$ cat src/sv/sorted_array_min_priority_queue_core_defines.svh
// Assertion macros used by the priority queue datapath
`ifndef SORTED_ARRAY_MIN_PRIORITY_QUEUE_CORE_DEFINES_SVH
`define SORTED_ARRAY_MIN_PRIORITY_QUEUE_CORE_DEFINES_SVH

// Same-cycle implication, sampled on clk, off during reset
`define SAPQ_ASSERT_NOW(label, ante, cons, msg) \
	label: assert property (@(posedge clk) disable iff (!arst_n) (ante) |-> (cons)) \
		else $error(msg);

// Next-cycle implication, sampled on clk, off during reset
`define SAPQ_ASSERT_NEXT(label, ante, cons, msg) \
	label: assert property (@(posedge clk) disable iff (!arst_n) (ante) |=> (cons)) \
		else $error(msg);

`endif

$ cat src/sv/sapq_pkg.sv
// Types and constants of the sorted-array priority queue
`default_nettype none

package sapq_pkg;

	localparam int OPCODE_W = 2;
	localparam int VALUE_FIELD_W = 32;
	localparam int MIN_FIELD_W = 32;
	localparam int STATUS_W = 2;
	localparam int COUNT_FIELD_W = 4;

	typedef enum logic [OPCODE_W-1:0] {
		OP_INSERT = 2'd0,
		OP_DELETE = 2'd1,
		OP_PEEK   = 2'd2
	} opcode_t;

	typedef enum logic [STATUS_W-1:0] {
		STATUS_OK    = 2'd0,
		STATUS_FULL  = 2'd1,
		STATUS_EMPTY = 2'd2
	} status_t;

	typedef enum logic {
		CS_IDLE,
		CS_HOLD
	} ctrl_state_t;

	// controller -> datapath
	typedef struct packed {
		logic    accept;
		logic    ins;
		logic    del;
		logic    take;
		status_t status;
	} dp_cmd_t;

	// datapath -> controller
	typedef struct packed {
		logic full;
		logic empty;
	} dp_stat_t;

endpackage

`default_nettype wire

$ cat src/sv/sapq_ctrl.sv
// Controller: handshake state machine and operation decode
`default_nettype none

module sapq_ctrl
	import sapq_pkg::*;
(
	input  wire logic                clk,
	input  wire logic                arst_n,
	input  wire logic                in_valid,
	input  wire logic [OPCODE_W-1:0] opcode,
	output logic                     in_ready,
	output logic                     out_valid,
	input  wire logic                out_ready,
	input  wire dp_stat_t            stat,
	output dp_cmd_t                  cmd
);

	ctrl_state_t state_q;
	ctrl_state_t state_nxt;
	logic        accept;

	always_ff @(posedge clk or negedge arst_n) begin
		if (!arst_n) begin
			state_q <= CS_IDLE;
		end else begin
			state_q <= state_nxt;
		end
	end

	always_comb begin
		in_ready   = (state_q == CS_IDLE) || out_ready;
		out_valid  = (state_q == CS_HOLD);
		accept     = in_valid && in_ready;
		cmd        = '0;
		cmd.accept = accept;
		cmd.status = STATUS_OK;

		unique case (state_q)
			CS_IDLE: state_nxt = accept ? CS_HOLD : CS_IDLE;
			CS_HOLD: begin
				if (accept) begin
					state_nxt = CS_HOLD;
				end else if (out_ready) begin
					state_nxt = CS_IDLE;
				end else begin
					state_nxt = CS_HOLD;
				end
			end
			default: state_nxt = CS_IDLE;
		endcase

		// unknown opcodes fall through as a no-op with status ok
		unique case (opcode)
			OP_INSERT: begin
				cmd.ins    = accept && !stat.full;
				cmd.status = stat.full ? STATUS_FULL : STATUS_OK;
			end
			OP_DELETE: begin
				cmd.del    = accept && !stat.empty;
				cmd.take   = !stat.empty;
				cmd.status = stat.empty ? STATUS_EMPTY : STATUS_OK;
			end
			OP_PEEK: begin
				cmd.take   = !stat.empty;
				cmd.status = stat.empty ? STATUS_EMPTY : STATUS_OK;
			end
			default: cmd.status = STATUS_OK;
		endcase
	end

endmodule

`default_nettype wire

$ cat config.mk
export PLATFORM = sky130hd
export DESIGN_NAME = sapq_ctrl
export DESIGN_NICKNAME = d
export VERILOG_FILES = /design/src/sv/sorted_array_min_priority_queue_core_defines.svh /design/src/sv/sapq_pkg.sv /design/src/sv/sapq_ctrl.sv
export SDC_FILE = /design/constraint.sdc
export NUM_CORES = 1
export LEC_CHECK = 0
export BUFFER_PORTS_ARGS = -buffer_cell sky130_fd_sc_hd__buf_2
export CORE_AREA = 10 10 47 49
export DETAILED_ROUTE_END_ITERATION = 16
export DIE_AREA = 0 0 57 59
export PLACE_DENSITY = 0.34
export REMOVE_ABC_BUFFERS = 1
export SYNTH_ARGS = -nofsm -noshare
export SYNTH_HDL_FRONTEND = slang
export SYNTH_SLANG_ARGS = --single-unit
$ cat constraint.sdc
create_clock -name clk -period 1.24 [get_ports clk]
set_clock_uncertainty 0.2 [all_clocks]
set_input_delay 0.124 -clock clk [delete_from_list [all_inputs] [get_ports clk]]
set_output_delay 0.124 -clock clk [all_outputs]
set_load 0.005 [all_outputs]
==> reports/metrics.yaml <==
run_status: "completed"
timing_hold_violations_final: 0
crit_path_start: "opcode[0]"
grt_use_total_pct: 2.63
synthesis.instances: 16
final-setup-viol-count: 0
core_area_um2: 1400
tightestPinTransition_ns: 0.118
static_leakage_power_uw: 0.000150
synth_area_per_cell_um2: 8.99
area.growth.synth_to_final_pct: 67.8
largest_reg_flops: 1
setup.worst_path.end_class: "primary output"
placed_standard_cell_area_um2: 231
synth.most_common_cell: "sky130_fd_sc_hd__ha_1"
global_route.overflow_total: 0
io_pins: 16
grt_max_degree: 6
worst_ir_drop_vdd_v: 0.0000908
yosysSeqAreaShare_pct: 17.4
timing.critical_path.required_ns: 0.92
die_width_um: 57
worst_ep_arrival_time_ns: 0.83
rd_place_congestion: 0.538
path_cells: "buf_2 > inv_1 > ha_1 > nor2b_1 > buf_2"
criticalPathCategory: "in -> out"
dominantRegCellSynth: "sky130_fd_sc_hd__dfrtp_1"
maxCapViolations: 0
die-area_um2: 3360
post_route_drc_violation_count: 0
final-instance-count-excl-fill: 47
clk_pin_slew_ns: 0
finalCritPeriodShare_pct: 92.7
drive_above_1_share_pct: 51.6
nNetsFinal: 44
numPortBuffers: 15
floorplan.die.height_um: 59
avgViaCountPerCell: 3.40
first_pass_grt_wire_length_um: 786
fraction_of_registers_with_async_set_reset_pct: 100
firstDrtPassIters: 2
postCtsSetupBuffers: 0
detailroute.via_count: 160
total_power_uw: 93.4
fin_crit_ns: 1.15
n_antenna_cell: 0
antenna_left: 0
synth-edff-count: 0
syn_area_um2: 144
synth_seq_cells: 1
worstPathMaxFanout: 3
fin_area_um2: 241
post-synth-top-area-fraction_pct: 26.1
slew-limit-headroom_pct: 92.1
crit_start_category: "input pin"
finalMaxSlewViolations: 0
place_inst: 46
pwr_density_cell_nw_per_um2: 387
synthDominantAreaCellType: "sky130_fd_sc_hd__ha_1"
achievable-frequency_mhz: 870
post_drt_wl_per_cell_um: 10.0
setup_tns_ns: 0
critical-path-max-stage-delay_ns: 0.30
slowest_stage: "sky130_fd_sc_hd__ha_1"
r2r-start: "out_valid$_DFF_PN0_"
synth.area.top_cells: "sky130_fd_sc_hd__ha_1 26%, sky130_fd_sc_hd__dfrtp_1 17%, sky130_fd_sc_hd__and4b_1 14%"
grt_pass1_vias: 191
min-delay-path-class: "in -> reg"
clock_latency_ns: 0
worstHoldStart: "in_valid"
yosys_warn_count: 0
grt_setup_unrepaired: "false"
netlist_top_cells_count: "3 x sky130_fd_sc_hd__ha_1, 2 x sky130_fd_sc_hd__and2_1, 2 x sky130_fd_sc_hd__and4b_1, 2 x sky130_fd_sc_hd__inv_1"
grt_antenna_before_repair: 0
crit_path_frequent_cell: "sky130_fd_sc_hd__buf_2"
fp-row-count: 14
synthDistinctLibCells: 11
initial_core_util_pct: 10.3
route.final.wire_length_um: 471
detail_route.iter0.violations: 1
-- per-stage QoR --
step	util [%]	hold WS [ns]	setup WS (ns)
floorplan	-	-0.372	0.223
global placement	16.5	-0.301	0.0867
detailed placement	16.5	-0.300	0.0851
CTS	17.2	0.169	0.0812
global route	17.2	0.198	0.0312
finish	17.2	0.162	0.0906
-- repair_timing --
action                                 in CTS  in global routing
resized for setup                           0                  0
hold buffers                                1                  0
endpoints found under the hold margin       1                  0
setup endpoints to repair                   0                  0
-- power by group --
group,internal [uW],switching [uW],total [uW]
combinational,31.6,24.2,55.8
sequential,35.5,2.11,37.6
clock,0,0,0
total,67.1,26.3,93.4
-- worst max-delay path, delay by kind of cell --
family | cells | cell delay [ns]
adder cells (fa/ha/maj) | 1 | 0.30
AND/OR/NAND/NOR | 1 | 0.13
buffers and inverters | 3 | 0.26
-- kinds of logic after synthesis --
family        Yosys count  synth area share (%)
fa+ha+maj               3                  26.1
simple gates            9                  46.1
flops                   1                  17.4
buf+inv                 3                  10.4
-- cell type report --
class                           instances  area [um2]
Fill cell                             165        1160
Multi-Input combinational cell         12         104
Timing Repair Buffer                   16        85.1
Sequential cell                         1        25.0
Tap cell                               16        20.0
Inverter                                2        7.51
-- routing by layer --
metal / global-route usage, % / part of all wire, % / up-vias
met3: 3.22 / 30 / 0
met4: 0 / 0 / 0
met5: 0 / 0 / -
met2: 3.10 / 28 / 16
li1: - / - / 80
met1: 3.08 / 42 / 64
-- layout by cell type (no fill, tap or decap) --
| master | n |
|---|---|
| sky130_fd_sc_hd__nor2_1 | 1 |
| sky130_fd_sc_hd__nand2b_4 | 1 |
| sky130_fd_sc_hd__nand2b_1 | 1 |
| sky130_fd_sc_hd__ha_1 | 3 |
| sky130_fd_sc_hd__and2_1 | 2 |
| sky130_fd_sc_hd__and4b_1 | 2 |
| sky130_fd_sc_hd__dlygate4sd3_1 | 1 |
| sky130_fd_sc_hd__nand2_1 | 1 |
| sky130_fd_sc_hd__nor2b_1 | 1 |
| sky130_fd_sc_hd__dfrtp_1 | 1 |
| sky130_fd_sc_hd__inv_1 | 2 |
| sky130_fd_sc_hd__buf_2 | 15 |
-- path summary, 6_finish.rpt --
kind                       slack (ns)             endpoint  cells past startpoint
setup / recovery                 0.09               cmd[2]                      5
hold / removal                   0.16  out_valid$_DFF_PN0_                      2
setup reg to reg                 0.39  out_valid$_DFF_PN0_                      2
hold reg to reg                  0.34  out_valid$_DFF_PN0_                      2
max in group asynchronous        0.52  out_valid$_DFF_PN0_                      2
min in group asynchronous        0.23  out_valid$_DFF_PN0_                      2
(Power assumes the default switching activity.)
