**src/sv/sorted_array_min_priority_queue_core_defines.svh**
```systemverilog
// Assertion macros used by the priority queue datapath
`ifndef SORTED_ARRAY_MIN_PRIORITY_QUEUE_CORE_DEFINES_SVH
`define SORTED_ARRAY_MIN_PRIORITY_QUEUE_CORE_DEFINES_SVH

// Same-cycle implication, sampled on clk, off during reset
`define SAPQ_ASSERT_NOW(label, ante, cons, msg) \
	label: assert property (@(posedge clk) disable iff (!arst_n) (ante) |-> (cons)) \
		else $error(msg);

// Next-cycle implication, sampled on clk, off during reset
`define SAPQ_ASSERT_NEXT(label, ante, cons, msg) \
	label: assert property (@(posedge clk) disable iff (!arst_n) (ante) |=> (cons)) \
		else $error(msg);

`endif

```
**src/sv/sapq_pkg.sv**
```systemverilog
// Types and constants of the sorted-array priority queue
`default_nettype none

package sapq_pkg;

	localparam int OPCODE_W = 2;
	localparam int VALUE_FIELD_W = 32;
	localparam int MIN_FIELD_W = 32;
	localparam int STATUS_W = 2;
	localparam int COUNT_FIELD_W = 4;

	typedef enum logic [OPCODE_W-1:0] {
		OP_INSERT = 2'd0,
		OP_DELETE = 2'd1,
		OP_PEEK   = 2'd2
	} opcode_t;

	typedef enum logic [STATUS_W-1:0] {
		STATUS_OK    = 2'd0,
		STATUS_FULL  = 2'd1,
		STATUS_EMPTY = 2'd2
	} status_t;

	typedef enum logic {
		CS_IDLE,
		CS_HOLD
	} ctrl_state_t;

	// controller -> datapath
	typedef struct packed {
		logic    accept;
		logic    ins;
		logic    del;
		logic    take;
		status_t status;
	} dp_cmd_t;

	// datapath -> controller
	typedef struct packed {
		logic full;
		logic empty;
	} dp_stat_t;

endpackage

`default_nettype wire

```
**src/sv/sapq_dp.sv**
```systemverilog
// Datapath: sorted shift-register cells, fill count and result register
`default_nettype none

`include "sorted_array_min_priority_queue_core_defines.svh"

module sapq_dp
	import sapq_pkg::*;
#(
	parameter int DEPTH = 8,
	parameter int VALUE_WIDTH = 32
) (
	input  wire logic                            clk,
	input  wire logic                            arst_n,
	input  wire logic signed [VALUE_FIELD_W-1:0] value,
	input  wire dp_cmd_t                         cmd,
	output dp_stat_t                             stat,
	output logic signed [MIN_FIELD_W-1:0]        head_value,
	output logic [STATUS_W-1:0]                  status,
	output logic [COUNT_FIELD_W-1:0]             count
);

	localparam int CW = $clog2(DEPTH + 1);

	logic signed [VALUE_WIDTH-1:0] ent_q [DEPTH];
	logic [CW-1:0]                 cnt_q;
	logic [CW-1:0]                 cnt_nxt;
	logic signed [VALUE_WIDTH-1:0] in_val;
	logic [DEPTH-1:0]              gt;
	logic signed [MIN_FIELD_W-1:0] min_q;
	status_t                       status_q;
	logic [COUNT_FIELD_W-1:0]      count_q;

	assign in_val     = VALUE_WIDTH'(value);
	assign stat.full  = (cnt_q == CW'(DEPTH));
	assign stat.empty = (cnt_q == '0);

	always_comb begin
		if (cmd.ins) begin
			cnt_nxt = cnt_q + CW'(1);
		end else if (cmd.del) begin
			cnt_nxt = cnt_q - CW'(1);
		end else begin
			cnt_nxt = cnt_q;
		end
	end

	// each cell compares against the new value and picks its neighbor on a shift
	for (genvar g = 0; g < DEPTH; g++) begin : g_cell
		logic signed [VALUE_WIDTH-1:0] ins_val;
		logic signed [VALUE_WIDTH-1:0] del_val;

		assign gt[g] = (CW'(g) < cnt_q) && (ent_q[g] > in_val);

		if (g == 0) begin : g_head
			assign ins_val = (gt[g] || cnt_q == CW'(g)) ? in_val : ent_q[g];
		end else begin : g_body
			assign ins_val = gt[g-1] ? ent_q[g-1] :
				(gt[g] || cnt_q == CW'(g)) ? in_val : ent_q[g];
		end

		if (g == DEPTH - 1) begin : g_tail
			assign del_val = ent_q[g];
		end else begin : g_mid
			assign del_val = ent_q[g+1];
		end

		always_ff @(posedge clk) begin
			if (cmd.ins) begin
				ent_q[g] <= ins_val;
			end else if (cmd.del) begin
				ent_q[g] <= del_val;
			end
		end
	end

	always_ff @(posedge clk or negedge arst_n) begin
		if (!arst_n) begin
			cnt_q <= '0;
		end else begin
			cnt_q <= cnt_nxt;
		end
	end

	always_ff @(posedge clk) begin
		if (cmd.accept) begin
			min_q    <= cmd.take ? MIN_FIELD_W'(ent_q[0]) : '0;
			status_q <= cmd.status;
			count_q  <= COUNT_FIELD_W'(cnt_nxt);
		end
	end

	assign head_value = min_q;
	assign status     = status_q;
	assign count      = count_q;

	`SAPQ_ASSERT_NOW(a_cnt_bound, 1'b1, cnt_q <= CW'(DEPTH), "fill count above depth")
	`SAPQ_ASSERT_NEXT(a_ins_cnt, cmd.ins, cnt_q == $past(cnt_q) + CW'(1), "insert lost count")
	`SAPQ_ASSERT_NEXT(a_del_cnt, cmd.del, cnt_q == $past(cnt_q) - CW'(1), "delete lost count")
	`SAPQ_ASSERT_NOW(a_head_sorted, cnt_q >= CW'(2), ent_q[0] <= ent_q[1], "head out of order")

endmodule

`default_nettype wire
```
**config.mk**
```make
export PLATFORM = sky130hd
export DESIGN_NAME = sapq_dp
export DESIGN_NICKNAME = d
export VERILOG_FILES = /design/src/sv/sapq_pkg.sv /design/src/sv/sapq_dp.sv
export VERILOG_INCLUDE_DIRS = /design/src /design/src/sv
export SDC_FILE = /design/constraint.sdc
export NUM_CORES = 1
export LEC_CHECK = 0
export BUFFER_PORTS_ARGS = -buffer_cell sky130_fd_sc_hd__buf_4
export CORE_MARGIN = 2
export CORE_UTILIZATION = 30
export CTS_CLUSTER_DIAMETER = 80
export DETAILED_ROUTE_END_ITERATION = 12
export GPL_TIMING_DRIVEN = 1
export SYNTH_ARGS = -nofsm -noshare
export SYNTH_HDL_FRONTEND = slang
export SYNTH_SLANG_ARGS = --single-unit
```
**constraint.sdc**
```tcl
create_clock -name clk -period 12.7 [get_ports clk]
set_input_delay 1.27 -clock clk [delete_from_list [all_inputs] [get_ports clk]]
set_output_delay 1.27 -clock clk [all_outputs]
set_load 0.02 [all_outputs]
```
==> qor.csv <==
stage,metric,value,unit
critical_path,end point of the critical path,ent_q[0][80],
timing,Slew headroom,8.59,%
critical_path,critical path's top delay family,compound AO/OA/AOI/OAI gates,
yosys,Cells after Synth,2067,
pwr,maximum vdd ir drop,0.198,mV
critical_path,stage delay of the slowest cell on the critical path,0.83,ns
final_layout,layout filler cell count,6819,
placed_design,I/O Buffers,79,
placed_design,final weighted congestion in routability-driven placement,0.946,
global_route,met2 track demand over resource in global routing,35.1,%
critical_path,type of element capturing the critical path,flip-flop,
clock_network,post-cts repair resize count,0,
die,number of I/O pins,80,
die,standard-cell row count,96,
clock_network,TritonCTS Sinks,298,
clock_network,clock tree from TritonCTS,done,
critical_path,data arrival time of the worst path,6.12,ns
timing,worst clock skew on the final layout,0.0221,ns
routing,First DRT Iteration DRCs,2851,
clock_network,root buffer cell,sky130_fd_sc_hd__clkbuf_16,
yosys,area fraction of the dominant cell type after synthesis,42.4,%
final_layout,fraction of layout instances using a drive strength above 1,11.2,%
clock_network,latest clock arrival within the worst-skew pair,0.57,ns
yosys,number of enable-type register cells in the synthesized netlist,294,
yosys,"FFs w/ async S/R, synth",1.34,%
pwr,Cell Pwr Density,281,nW/µm²
timing,Sum Neg Setup Slack,0,ns
pwr,leak pwr,9.46,nW
pwr,Power Internal,3.54,mW
global_route,Congestion Overflow GR,0,
final_layout,final cell count without fillers,3032,
yosys,Synth area leader,sky130_fd_sc_hd__edfxtp_1,
timing,final hold viol count,0,
final_layout,area occupied by multi-input gates,11200,µm²
routing,number of design rule violations left after detail routing,0,
die,die height,267,µm
min_path,path category of the worst min-delay check,input pin to async pin,
clock_network,clock buffers created by TritonCTS,37,
critical_path,Critical Path Start Type,input pin,
critical_path,worst r2r dst,ent_q[0][80],
routing,number of vias after detailed routing,19116,
critical_path,Crit path depth,11,
critical_path,cell repeated most along the worst path,sky130_fd_sc_hd__buf_4,
die,die area,71500,µm²
job,number of max-cap violations,0,
timing,Peak Freq,172,MHz
critical_path,"setup slack, reg-to-reg",7.58,ns
pwr,portion of total power attributed to the clock network,17.0,%
global_route,vias in the first global route,18510,
yosys,count of state elements after synthesis,298,
critical_path,kind of critical path,input pin to flip-flop,
critical_path,worst path required time,12.99,ns
final_layout,area added between synthesis and finish,14.0,%
pwr,switching power share of the total,46.8,%
status,run status,"finished, final reports clean",
pwr,Switch Pwr,3.12,mW
clock_network,hold buffers post-CTS,0,
pwr,sequential share of power,34.0,%
die,Core Area,68600,µm²
critical_path,number of buffer and inverter instances along the worst setup path,3,
timing,max-slew violation total from the final report,0,
clock_network,maximum root-to-sink buffer count,3,
placed_design,Setup Slack @ Placement,6.48,ns
routing,number of nets still failing antenna checks after routing,0,
timing,transition time at the pin with the least slew margin,1.37,ns
final_layout,storage element area,8930,µm²
timing,clock period minus worst slack,5.83,ns
clock_network,Setup Buffers After CTS,0,
routing,Vias per Instance,6.30,
yosys,"Primary FF master, synth",sky130_fd_sc_hd__edfxtp_1,
global_route,largest net degree at the start of global routing,97,
clock_network,H-tree level count,2,
timing,Final Setup Violations,0,
yosys,number of distinct library cell variants in the gate-level netlist after synthesis,66,
yosys,Synthesis Warnings,0,
placed_design,cell count after placement,2965,
die,Chip Width,267,µm
final_layout,most frequent cells in the layout,"294 x sky130_fd_sc_hd__edfxtp_1, 260 x sky130_fd_sc_hd__ha_1, 151 x sky130_fd_sc_hd__nand2_1",
global_route,All-Layer GR Usage,23.2,%
timing,RSZ-0062 raised after global routing,false,
critical_path,cell breakdown of the critical path,buf_4 > inv_1 > ha_1 > a21oi_1 > o21ai_0 > a2111oi_1 > a31o_1 > a41o_2 > or2_1 > a41oi_4 > buf_4,
routing,routed length per instance,27.9,µm
global_route,antenna violations before repair,5,
global_route,layer carrying the most global-route usage,met2,
global_route,met3 track demand over resource,5.99,%
pwr,relative contribution of combinational cells to total power,49.0,%
yosys,nets in the synthesized netlist,2367,
yosys,average instance area after synthesis,10.1,µm²
final_layout,Final Net Count,2373,
global_route,global-route wire length before repair,124,mm
critical_path,biggest fanout along the worst timing path,34,
timing,smallest setup slack after layout,6.87,ns
placed_design,detailed placer's ending HPWL,57.1,mm
yosys,"Seq/Total Area, Yosys",42.9,%
die,initial cell density of the core,30.3,%
final_layout,"most common cell after layout, fill and taps aside",sky130_fd_sc_hd__edfxtp_1,
yosys,cell area after synthesis,20800,µm²
clock_network,clock slew at the register clock pins of the worst setup and hold paths,0.06,ns
routing,number of optimization iterations in the first detailed-route pass,8,
critical_path,number of cells on the worst reg-to-reg path,9,
critical_path,Slowest cell on crit path,sky130_fd_sc_hd__a2111oi_1,
timing,final cycle utilization of the critical path,45.9,%
critical_path,startpoint of the most critical register-to-register path,ent_q[0][51],
yosys,top cells by area in the synthesized netlist,"sky130_fd_sc_hd__edfxtp_1 42%, sky130_fd_sc_hd__ha_1 16%, sky130_fd_sc_hd__a221o_1 3.2%",
critical_path,launch point of the critical path,value[19],
global_route,global-route met1 utilization,31.5,%
routing,Detailed Route WL,84.6,mm
## cells by family (layout without fill, tap and decap cells)
| family | Yosys count | after routing | synth area share (%) |
|---|---|---|---|
| buf+inv | 214 | 247 | 4.02 |
| mux | 32 | 32 | 1.73 |
| flops | 298 | 298 | 42.9 |
| other cells | 0 | 1 | 0 |
| fa+ha+maj | 260 | 260 | 15.6 |
| xor+xnor | 3 | 3 | 0.126 |
| simple gates | 659 | 659 | 15.5 |
| compound gates | 601 | 601 | 20.0 |
## per-stage QoR
| stage | utilization (%) | hold WS, ns | total power, mW | instance area (µm²) |
|---|---|---|---|---|
| 2_1_floorplan | - | 0.542 | 4.07 | 20800 |
| 3_3_place_gp | 32.7 | 0.565 | 5.31 | 22500 |
| 3_5_place_dp | 32.7 | 0.577 | 5.40 | 22500 |
| 4_1_cts | 34.6 | 0.475 | 6.54 | 23700 |
| 5_1_grt | 34.6 | 0.484 | 6.95 | 23700 |
| 6_report | 34.6 | 0.499 | 6.66 | 23700 |
## worst register-to-register path, cell delays in order (launching register included)
cell and delay, ns:
sky130_fd_sc_hd__edfxtp_1 0.43, sky130_fd_sc_hd__ha_1 0.34, sky130_fd_sc_hd__a21oi_1 0.21, sky130_fd_sc_hd__o21ai_0 0.14
sky130_fd_sc_hd__a2111oi_1 0.83, sky130_fd_sc_hd__a31o_1 0.30, sky130_fd_sc_hd__a41o_2 0.76, sky130_fd_sc_hd__or2_1 0.83
sky130_fd_sc_hd__a41oi_4 0.57, sky130_fd_sc_hd__buf_4 0.41
## power by group through the flow
stage	sequential, mW	clock, mW	combinational (mW)
after global routing	2.30	1.17	3.47
after CTS	2.24	1.14	3.16
final	2.26	1.13	3.26
after detailed placement	2.26	0	3.14
after floorplan	2.05	0	2.01
after global placement	2.25	0	3.06
## Yosys cell counts, types with 9 or more instances
cell type,instances
sky130_fd_sc_hd__edfxtp_1,294
sky130_fd_sc_hd__ha_1,260
sky130_fd_sc_hd__nand2_1,152
sky130_fd_sc_hd__nor2_1,142
sky130_fd_sc_hd__a21oi_1,132
sky130_fd_sc_hd__clkbuf_1,130
sky130_fd_sc_hd__nand3_1,121
sky130_fd_sc_hd__o21ai_0,98
sky130_fd_sc_hd__nand4_1,79
sky130_fd_sc_hd__a31oi_1,71
sky130_fd_sc_hd__a221o_1,67
sky130_fd_sc_hd__inv_1,65
sky130_fd_sc_hd__a21o_1,61
sky130_fd_sc_hd__nor4_1,44
sky130_fd_sc_hd__nor3_1,42
sky130_fd_sc_hd__o31ai_1,37
sky130_fd_sc_hd__a41oi_1,36
sky130_fd_sc_hd__and2_1,33
sky130_fd_sc_hd__mux2_2,32
sky130_fd_sc_hd__o2111ai_1,32
sky130_fd_sc_hd__o211ai_1,10
sky130_fd_sc_hd__and4_1,9
sky130_fd_sc_hd__nor2b_1,9
## how the worst min path moves through the flow
| stage | start | to | slack (ns) |
|---|---|---|---|
| global route | arst_n | cnt_q[3] | 0.48 |
| global placement | ent_q[1][64] | ent_q[1][96] | 0.56 |
| floorplan | ent_q[0][0] | head_value[0] | 0.54 |
| finish | arst_n | cnt_q[3] | 0.50 |
| CTS | arst_n | cnt_q[3] | 0.48 |
| detailed placement | ent_q[0][33] | ent_q[0][1] | 0.58 |
## metal layers
layer / wire length [µm] / vias up
met5: 13 / -
met4: 3690 / 2
met3: 9800 / 229
met2: 36400 / 1282
met1: 34700 / 9416
li1: - / 8187
## registers in the layout, indices dropped and copies added, names as in the netlist
| register | cells |
|---|---|
| ent_q | 256 |
| head_value | 32 |
| cnt_q | 4 |
| count | 4 |
| status | 2 |
## area by class of cell
cell class / instances / share of cell area, %
Tap cell: 931 / 4.91
Sequential cell: 298 / 37.7
Timing Repair Buffer: 116 / 3.67
Antenna cell: 1 / 0.0106
Multi-Input combinational cell: 1555 / 47.4
Clock buffer: 48 / 4.34
Inverter: 65 / 1.03
Clock inverter: 18 / 0.940
Note: power is estimated with default switching activity, not from simulation.
